===== config.mk =====
export PLATFORM = sky130hd
export DESIGN_NAME = c6x_next_pc_branch_decoder
export DESIGN_NICKNAME = d
export VERILOG_FILES = /design/src/rtl/core/c6xnpc_pkg.sv /design/src/rtl/core/c6xnpc_ram.sv /design/src/rtl/core/c6x_next_pc_branch_decoder.sv
export SDC_FILE = /design/constraint.sdc
export NUM_CORES = 2
export LEC_CHECK = 0
export ABC_CLOCK_PERIOD_IN_PS = 4000
export BUFFER_PORTS_ARGS = -buffer_cell sky130_fd_sc_hd__buf_4
export CORE_ASPECT_RATIO = 0.75
export CORE_MARGIN = 8
export CORE_UTILIZATION = 57
export CTS_CLUSTER_SIZE = 12
export DETAILED_ROUTE_END_ITERATION = 6
export PLACE_DENSITY = 0.75
export SETUP_SLACK_MARGIN = 0.05
export SLEW_MARGIN = 20
export SYNTH_ARGS = -nofsm -noshare
export SYNTH_HDL_FRONTEND = slang
export SYNTH_SLANG_ARGS = --single-unit

===== constraint.sdc =====
create_clock -name aclk -period 4 [get_ports aclk]
set_input_delay 0.8 -clock aclk [delete_from_list [all_inputs] [get_ports aclk]]
set_output_delay 0.8 -clock aclk [all_outputs]
set_load 0.01 [all_outputs]

===== src/rtl/core/c6xnpc_pkg.sv =====
// Shared types and constants for the C6x next-PC branch decoder.
package c6xnpc_pkg;

    localparam int REGS_PER_SIDE = 32;
    localparam int SIDE_SLOTS    = 32;
    localparam int REG_NUM_W     = $clog2(SIDE_SLOTS);
    localparam int REG_ADDR_W    = REG_NUM_W + 1;
    localparam int REG_COUNT     = 2 * SIDE_SLOTS;
    localparam int WORD_W        = 32;

    typedef enum logic [1:0] {
        CMD_WRITE_REG = 2'd0,
        CMD_START     = 2'd1,
        CMD_WORD      = 2'd2
    } cmd_t;

    typedef enum logic [1:0] {
        OUT_NONE      = 2'd0,
        OUT_TAKEN     = 2'd1,
        OUT_NOT_TAKEN = 2'd2
    } outcome_t;

endpackage


===== src/rtl/core/c6xnpc_ram.sv =====
// Generic single-write, single-read RAM with registered read data.
module c6xnpc_ram #(
    parameter int WIDTH = 32,
    parameter int DEPTH = 64,
    localparam int AW = $clog2(DEPTH)
) (
    input  logic             aclk,
    input  logic             wr_en,
    input  logic [AW-1:0]    wr_addr,
    input  logic [WIDTH-1:0] wr_data,
    input  logic             rd_en,
    input  logic [AW-1:0]    rd_addr,
    output logic [WIDTH-1:0] rd_data
);

    logic [WIDTH-1:0] mem [DEPTH];
    logic [WIDTH-1:0] rd_data_reg;

    always_ff @(posedge aclk) begin
        if (wr_en) begin
            mem[wr_addr] <= wr_data;
        end
        if (rd_en) begin
            rd_data_reg <= mem[rd_addr];
        end
    end

    assign rd_data = rd_data_reg;

endmodule


===== src/rtl/core/c6x_next_pc_branch_decoder.sv =====
// Top level of the C6x next-PC branch decoder.
// Requests on the slave side carry a command in s_tuser: write a register of the
// 64-entry mirror, start a search at an address, or feed the next instruction word.
// Each word is read at the running address; a true-predicated B, CALLP, BDEC, BNOP
// or BPOS, or a word with a clear p-bit, ends the search with one result on the
// master side (next PC in m_tdata, outcome in m_tuser). One request is accepted
// every cycle while the output is not stalled. The register mirror RAM is read when a
// word is accepted, and decode and target add then go into the output register
// as the decode stage advances. Writes and starts give no result.
module c6x_next_pc_branch_decoder (
    input  logic        aclk,
    input  logic        aresetn,
    input  logic        s_tvalid,
    output logic        s_tready,
    input  logic [39:0] s_tdata,   // [5:0] reg_index, [37:6] value, [39:38] zero
    input  logic [1:0]  s_tuser,   // [1:0] command
    output logic        m_tvalid,
    input  logic        m_tready,
    output logic [31:0] m_tdata,   // [31:0] next_pc
    output logic [1:0]  m_tuser    // [1:0] outcome
);

    localparam int NW = c6xnpc_pkg::REG_NUM_W;
    localparam int AW = c6xnpc_pkg::REG_ADDR_W;
    localparam int WW = c6xnpc_pkg::WORD_W;
    localparam logic [NW-1:0] PRED_REGS = NW'(3);

    localparam logic [2:0] CREG_B0 = 3'd1;
    localparam logic [2:0] CREG_B1 = 3'd2;
    localparam logic [2:0] CREG_B2 = 3'd3;
    localparam logic [2:0] CREG_A1 = 3'd4;
    localparam logic [2:0] CREG_A2 = 3'd5;
    localparam logic [2:0] CREG_A0 = 3'd6;

    typedef enum logic [2:0] {
        FORM_NONE,
        FORM_BDISP,
        FORM_BREG,
        FORM_BDEC,
        FORM_BNOP,
        FORM_BNOPREG,
        FORM_BPOS
    } form_t;

    function automatic form_t decode_form(input logic [WW-1:0] w);
        form_t f;
        f = FORM_NONE;
        if ((w & 32'h0000_007c) == 32'h0000_0010) begin
            f = FORM_BDISP;
        end else if ((w & 32'h0f83_effc) == 32'h0000_0360) begin
            f = FORM_BREG;
        end else if ((w & 32'h0000_1ffc) == 32'h0000_1020) begin
            f = FORM_BDEC;
        end else if ((w & 32'h0000_1ffc) == 32'h0000_0120) begin
            f = FORM_BNOP;
        end else if ((w & 32'h0f83_0ffe) == 32'h0080_0362) begin
            f = FORM_BNOPREG;
        end else if ((w & 32'h0000_1ffc) == 32'h0000_0020) begin
            f = FORM_BPOS;
        end
        return f;
    endfunction

    // input side
    c6xnpc_pkg::cmd_t in_cmd;
    logic [AW-1:0]    in_idx;
    logic [WW-1:0]    in_val;
    logic             s_accept;
    logic             in_num_ok;
    logic             wr_en;
    logic             rd_en;
    form_t            in_form;
    logic [AW-1:0]    rd_addr;
    logic             rd_num_ok;
    logic             in_pred;
    logic             pred_nz;

    logic [c6xnpc_pkg::REG_COUNT-1:0] valid_reg;
    logic [2:0]                       nz_a_reg;
    logic [2:0]                       nz_b_reg;

    // decode stage
    logic             s1_valid_reg;
    c6xnpc_pkg::cmd_t s1_cmd_reg;
    logic [WW-1:0]    s1_word_reg;
    logic             s1_pred_reg;
    logic             s1_rd_ok_reg;
    logic [WW-1:0]    rd_data;
    logic             adv;

    logic [WW-1:0]    pc_reg;
    logic [WW-1:0]    pc_next;
    logic             searching_reg;
    logic             searching_next;

    form_t               s1_form;
    logic [WW-1:0]       base;
    logic [WW-1:0]       reg_val;
    logic [WW-1:0]       pc_plus4;
    logic                res_valid;
    logic [WW-1:0]       res_pc;
    c6xnpc_pkg::outcome_t res_out;
    logic                done;

    // output register
    logic                 m_valid_reg;
    logic [WW-1:0]        m_pc_reg;
    c6xnpc_pkg::outcome_t m_out_reg;

    assign in_cmd    = c6xnpc_pkg::cmd_t'(s_tuser);
    assign in_idx    = s_tdata[AW-1:0];
    assign in_val    = s_tdata[AW+WW-1:AW];
    assign s_accept  = s_tvalid && s_tready;
    assign in_num_ok = {1'b0, in_idx[NW-1:0]} < (NW+1)'(c6xnpc_pkg::REGS_PER_SIDE);
    assign wr_en     = s_accept && (in_cmd == c6xnpc_pkg::CMD_WRITE_REG) && in_num_ok;
    assign rd_en     = s_accept && (in_cmd == c6xnpc_pkg::CMD_WORD);
    assign in_form   = decode_form(in_val);

    always_comb begin
        case (in_form)
            FORM_BREG:    rd_addr = {in_val[1] ^ in_val[12], in_val[22:18]};
            FORM_BNOPREG: rd_addr = {~in_val[12], in_val[22:18]};
            default:      rd_addr = {in_val[1], in_val[27:23]};
        endcase
    end

    assign rd_num_ok = {1'b0, rd_addr[NW-1:0]} < (NW+1)'(c6xnpc_pkg::REGS_PER_SIDE);

    always_comb begin
        case (in_val[31:29])
            CREG_B0: pred_nz = nz_b_reg[0];
            CREG_B1: pred_nz = nz_b_reg[1];
            CREG_B2: pred_nz = nz_b_reg[2];
            CREG_A1: pred_nz = nz_a_reg[1];
            CREG_A2: pred_nz = nz_a_reg[2];
            CREG_A0: pred_nz = nz_a_reg[0];
            default: pred_nz = 1'b1;
        endcase
        if (in_val[31:29] == 3'd0 || in_val[31:29] == 3'd7) begin
            in_pred = 1'b1;
        end else begin
            in_pred = pred_nz ^ in_val[28];
        end
    end

    always_ff @(posedge aclk) begin
        if (!aresetn) begin
            valid_reg <= '0;
            nz_a_reg  <= '0;
            nz_b_reg  <= '0;
        end else if (wr_en) begin
            valid_reg[in_idx] <= 1'b1;
            if (in_idx[NW-1:0] < PRED_REGS) begin
                if (in_idx[AW-1]) begin
                    nz_b_reg[in_idx[1:0]] <= (in_val != '0);
                end else begin
                    nz_a_reg[in_idx[1:0]] <= (in_val != '0);
                end
            end
        end
    end

    c6xnpc_ram #(
        .WIDTH (WW),
        .DEPTH (c6xnpc_pkg::REG_COUNT)
    ) u_regs (
        .aclk    (aclk),
        .wr_en   (wr_en),
        .wr_addr (in_idx),
        .wr_data (in_val),
        .rd_en   (rd_en),
        .rd_addr (rd_addr),
        .rd_data (rd_data)
    );

    assign adv      = s1_valid_reg && (!m_valid_reg || m_tready);
    assign s_tready = !s1_valid_reg || adv;

    always_ff @(posedge aclk) begin
        if (!aresetn) begin
            s1_valid_reg <= 1'b0;
        end else if (s_accept) begin
            s1_valid_reg <= 1'b1;
        end else if (adv) begin
            s1_valid_reg <= 1'b0;
        end
    end

    always_ff @(posedge aclk) begin
        if (s_accept) begin
            s1_cmd_reg   <= in_cmd;
            s1_word_reg  <= in_val;
            s1_pred_reg  <= in_pred;
            s1_rd_ok_reg <= valid_reg[rd_addr] && rd_num_ok;
        end
    end

    assign s1_form  = decode_form(s1_word_reg);
    assign base     = {pc_reg[WW-1:5], 5'b0};
    assign reg_val  = s1_rd_ok_reg ? rd_data : '0;
    assign pc_plus4 = pc_reg + WW'(4);

    always_comb begin
        pc_next        = pc_reg;
        searching_next = searching_reg;
        res_valid      = 1'b0;
        res_pc         = pc_plus4;
        res_out        = c6xnpc_pkg::OUT_NONE;
        done           = 1'b0;
        case (s1_cmd_reg)
            c6xnpc_pkg::CMD_START: begin
                pc_next        = s1_word_reg;
                searching_next = 1'b1;
            end
            c6xnpc_pkg::CMD_WORD: begin
                if (searching_reg) begin
                    if (s1_pred_reg) begin
                        done    = 1'b1;
                        res_out = c6xnpc_pkg::OUT_TAKEN;
                        case (s1_form)
                            FORM_BDISP: begin
                                res_pc = base + {{9{s1_word_reg[27]}},
                                                 s1_word_reg[27:7], 2'b00};
                            end
                            FORM_BREG, FORM_BNOPREG: begin
                                res_pc = reg_val;
                            end
                            FORM_BDEC: begin
                                res_pc = base + {{20{s1_word_reg[16]}},
                                                 s1_word_reg[16:7], 2'b00};
                            end
                            FORM_BNOP: begin
                                res_pc = base + {{18{s1_word_reg[27]}},
                                                 s1_word_reg[27:16], 2'b00};
                            end
                            FORM_BPOS: begin
                                res_pc = base + {{20{s1_word_reg[22]}},
                                                 s1_word_reg[22:13], 2'b00};
                            end
                            default: begin
                                done = 1'b0;
                            end
                        endcase
                        if ((s1_form == FORM_BDEC || s1_form == FORM_BPOS) && reg_val[WW-1]) begin
                            res_pc  = pc_reg;
                            res_out = c6xnpc_pkg::OUT_NOT_TAKEN;
                        end
                    end
                    if (done) begin
                        res_valid      = 1'b1;
                        searching_next = 1'b0;
                    end else begin
                        pc_next = pc_plus4;
                        res_pc  = pc_plus4;
                        res_out = c6xnpc_pkg::OUT_NONE;
                        if (!s1_word_reg[0]) begin
                            res_valid      = 1'b1;
                            searching_next = 1'b0;
                        end
                    end
                end
            end
            default: ;
        endcase
    end

    always_ff @(posedge aclk) begin
        if (!aresetn) begin
            pc_reg        <= '0;
            searching_reg <= 1'b0;
            m_valid_reg   <= 1'b0;
        end else begin
            if (adv) begin
                pc_reg        <= pc_next;
                searching_reg <= searching_next;
                m_valid_reg   <= res_valid;
            end else if (m_tready) begin
                m_valid_reg <= 1'b0;
            end
        end
    end

    always_ff @(posedge aclk) begin
        if (adv && res_valid) begin
            m_pc_reg  <= res_pc;
            m_out_reg <= res_out;
        end
    end

    assign m_tvalid = m_valid_reg;
    assign m_tdata  = m_pc_reg;
    assign m_tuser  = m_out_reg;

endmodule


==> impl_metrics.json <==
{
  "status": "completed",
  "vias": 60400,
  "synth.avg_cell_area_um2": 14.3,
  "min_path_type": "input port to register",
  "power_switching_w": 0.0108,
  "setup_viol": 0,
  "cts.sinks": 2255,
  "r2r_start": "s1_word_reg[10]",
  "holdWs_ps": 202,
  "synth_fp_nets": 6434,
  "fmax_mhz": 255,
  "finalWorstPathRequiredPeriod_ps": 3920,
  "yosysSeqAreaShare_pct": 73.4,
  "first_pass_iters": 7,
  "synth_enable_flop_cells": 2150,
  "combPwrFrac_pct": 7.2,
  "p_per_area_nw_per_um2": 455,
  "async_flop_share_pct": 0,
  "stdcell_count": 9190,
  "grt_pass1_vias": 58400,
  "die_h_um": 362,
  "vias_per_cell": 6.57,
  "syn-instance-count": 6355,
  "fillers": 10500,
  "p_leak_nw": 36.3,
  "synth-main-ff-cell": "edfxtp_1",
  "sw_frac_of_total_pct": 22.4,
  "fin_util_pct": 66.7,
  "drtIter0Drc": 9506,
  "clk_latency_ps": 850,
  "area_growth_pct": 16.8,
  "tns_ps": 0,
  "dp_cells": 8830,
  "dieArea_um2": 173000,
  "rows": 127,
  "largest_reg_flops": 2048,
  "drcViolationCount": 0,
  "regToRegSetupSlack_ps": 80,
  "cp.arrival_ps": 4500,
  "netlist_area_um2": 90900,
  "tritoncts": "done",
  "pin_count": 82,
  "grt_antenna_before_repair": 15,
  "grt_max_degree": 97,
  "nets": 7009,
  "cts_htree_levels": 4,
  "end_kind": "register",
  "start_util_pct": 57.1,
  "multiInputGateArea_um2": 23300,
  "intPower_w": 0.0374,
  "final_antenna_net_count": 0,
  "ctsRootBufferMaster": "clkbuf_16",
  "critical_path_class": "register to register",
  "rsz0062_at_grt": "true",
  "die_w_um": 477,
  "synth_cell_types": 76,
  "cp.required_ps": 4580,
  "worst_setup_path_start_kind": "register",
  "slew_headroom_pct": 37.5,
  "clock_skew_ps": 51.1,
  "hpwl_um": 162000,
  "drive_above_1_share_pct": 18.5,
  "grt_first_pass_wirelength_um": 388000,
  "cts-buffers-inserted": 211,
  "crit_fanout": 5,
  "synth-seq-cells": 2255,
  "hold_viol_final": 0,
  "max_cap_viol_count": 0,
  "core-area_um2": 159000,
  "clkPwrFrac_pct": 38.8,
  "seqPwrFrac_pct": 54.0,
  "ir_drop_v": 0.000477,
  "drv_slew": 0,
  "tightest_slew_ps": 937,
  "routed_wirelength_um": 270000,
  "min_period_over_period_pct": 98.0,
  "wire_per_inst_um": 29.4,
  "gp_congestion": 0.931,
  "clk_pin_slew_ps": 70,
  "io_buffers": 79,
  "hp-start": "s_tvalid",
  "cts_buffer_depth": 3,
  "yosys_warnings": 0,
  "overflow": 0,
  "regArea_um2": 66700,
  "cts_hold_buf": 0,
  "crit_start": "s1_word_reg[10]",
  "track_usage_pct": 30.3
}
-- worst max-delay path: stages (launching register included) --
cell and delay [ps]:
edfxtp_1 420, nor4b_2 290, buf_4 180, nand3_4 70, or2_4 290, buf_4 150, o21ai_2 210, ha_4 240
buf_4 140, a221oi_4 310, buf_4 150, and3_4 210, nor2_4 50, a21oi_4 220, a21oi_4 130, buf_6 140
xor2_1 140, a221oi_2 220, nor3_1 90
-- through the flow --
step / cell area [um^2] / power, W / worst slack (ps)
5_1_grt: 106000 / 0.0494 / -33.2
6_report: 106000 / 0.0483 / 81.5
3_5_place_dp: 99400 / 0.0298 / -448
3_3_place_gp: 99400 / 0.0298 / -382
2_1_floorplan: 90900 / 0.0281 / 52.0
4_1_cts: 106000 / 0.0483 / 20.9
-- cells by family after synthesis --
logic type / after synthesis / synth area share (%)
compound gates: 1053 / 8.48
simple gates: 2283 / 11.0
fa+ha+maj: 33 / 0.463
buf+inv: 448 / 2.16
mux: 258 / 4.24
xor+xnor: 25 / 0.241
flops: 2255 / 73.4
-- power by group through the flow --
stage / Sequential [W] / Combinational [W] / Clock (W)
finish: 0.0261 / 0.00346 / 0.0187
global route: 0.0261 / 0.00364 / 0.0197
global placement: 0.0265 / 0.00321 / 0
floorplan: 0.0265 / 0.00158 / 0
CTS: 0.0260 / 0.00335 / 0.0189
detailed placement: 0.0265 / 0.00330 / 0
-- cell usage after synthesis (11+ instances only) --
library cell	instances	area, um^2
a211oi_1	11	82.6
a21oi_1	298	1490
a221oi_1	17	149
a22o_1	34	298
a22oi_1	103	773
a311oi_1	97	850
a31oi_1	45	282
a32o_1	198	1980
and2_1	25	156
and3_1	106	663
buf_1	14	52.6
buf_2	123	616
buf_4	13	97.6
buf_6	11	124
clkbuf_1	255	957
dfxtp_1	105	2100
edfxtp_1	2150	64600
ha_1	32	400
inv_1	30	113
mux2i_1	154	1540
mux4_2	101	2270
nand2_1	1452	5450
nand3_1	357	1790
nand4_1	13	81.3
nor2_1	130	488
nor2b_1	20	125
nor3_1	81	405
nor4_1	22	138
nor4_2	32	400
o21a_1	82	616
o21ai_0	52	260
o221ai_1	34	298
o22ai_1	22	138
or3_1	11	68.8
xnor2_1	12	105
xor2_1	13	114
-- layer usage --
metal  global-route usage, %  share of wire (%)  vias to the layer above  wire length (um)
met5                       0              0.010                        -                28
met4                    13.6                5.0                        4             13500
met3                    8.68                 14                      627             38800
met2                    44.8                 43                     4365            117000
met1                    42.1                 37                    29900            100000
li1                        -                  -                    25500                 -
-- worst paths after layout --
| check | depth (start not counted) | to |
|---|---|---|
| setup / recovery | 18 | m_tdata[27] |
| hold reg to reg | 1 | valid_reg[48] |
| hold / removal | 3 | s1_valid_reg |
| setup reg to reg | 18 | m_tdata[27] |
-- repair_timing --
item                                    in CTS  in global routing
resized for setup                           36                 52
gates cloned                                 0                  1
buffers inserted                             8                  8
endpoints found under the setup margin      18                 16
pin swaps                                   13                 41
-- layout make-up --
class | instances | share of cell area (%)
clock inverter | 20 | 0.334
sequential | 2255 | 62.8
tap | 2128 | 2.51
clock buffer | 318 | 5.49
timing repair buffer | 778 | 6.78
multi-input combinational | 3652 | 21.9
antenna | 7 | 0.0165
inverter | 32 | 0.113
-- placed cells by master (no fill, tap or decap), types with 36 or more instances in the layout --
master / synthesis / routed
nand3_1: 357 / 356
buf_12: 0 / 105
buf_4: 13 / 666
a311oi_1: 97 / 96
nor4_2: 32 / 36
a31oi_1: 45 / 43
nor2_1: 130 / 61
mux4_2: 101 / 101
a22oi_1: 103 / 103
a21oi_1: 298 / 289
dfxtp_1: 105 / 105
clkbuf_1: 255 / 98
edfxtp_1: 2150 / 2150
nand2_1: 1452 / 1451
nor2_4: 0 / 67
mux2i_1: 154 / 154
and3_1: 106 / 104
nor3_1: 81 / 75
a32o_1: 198 / 198
clkbuf_16: 0 / 216
o21ai_0: 52 / 40
o21a_1: 82 / 81
No activity file was read; power rests on OpenSTA's default activity.
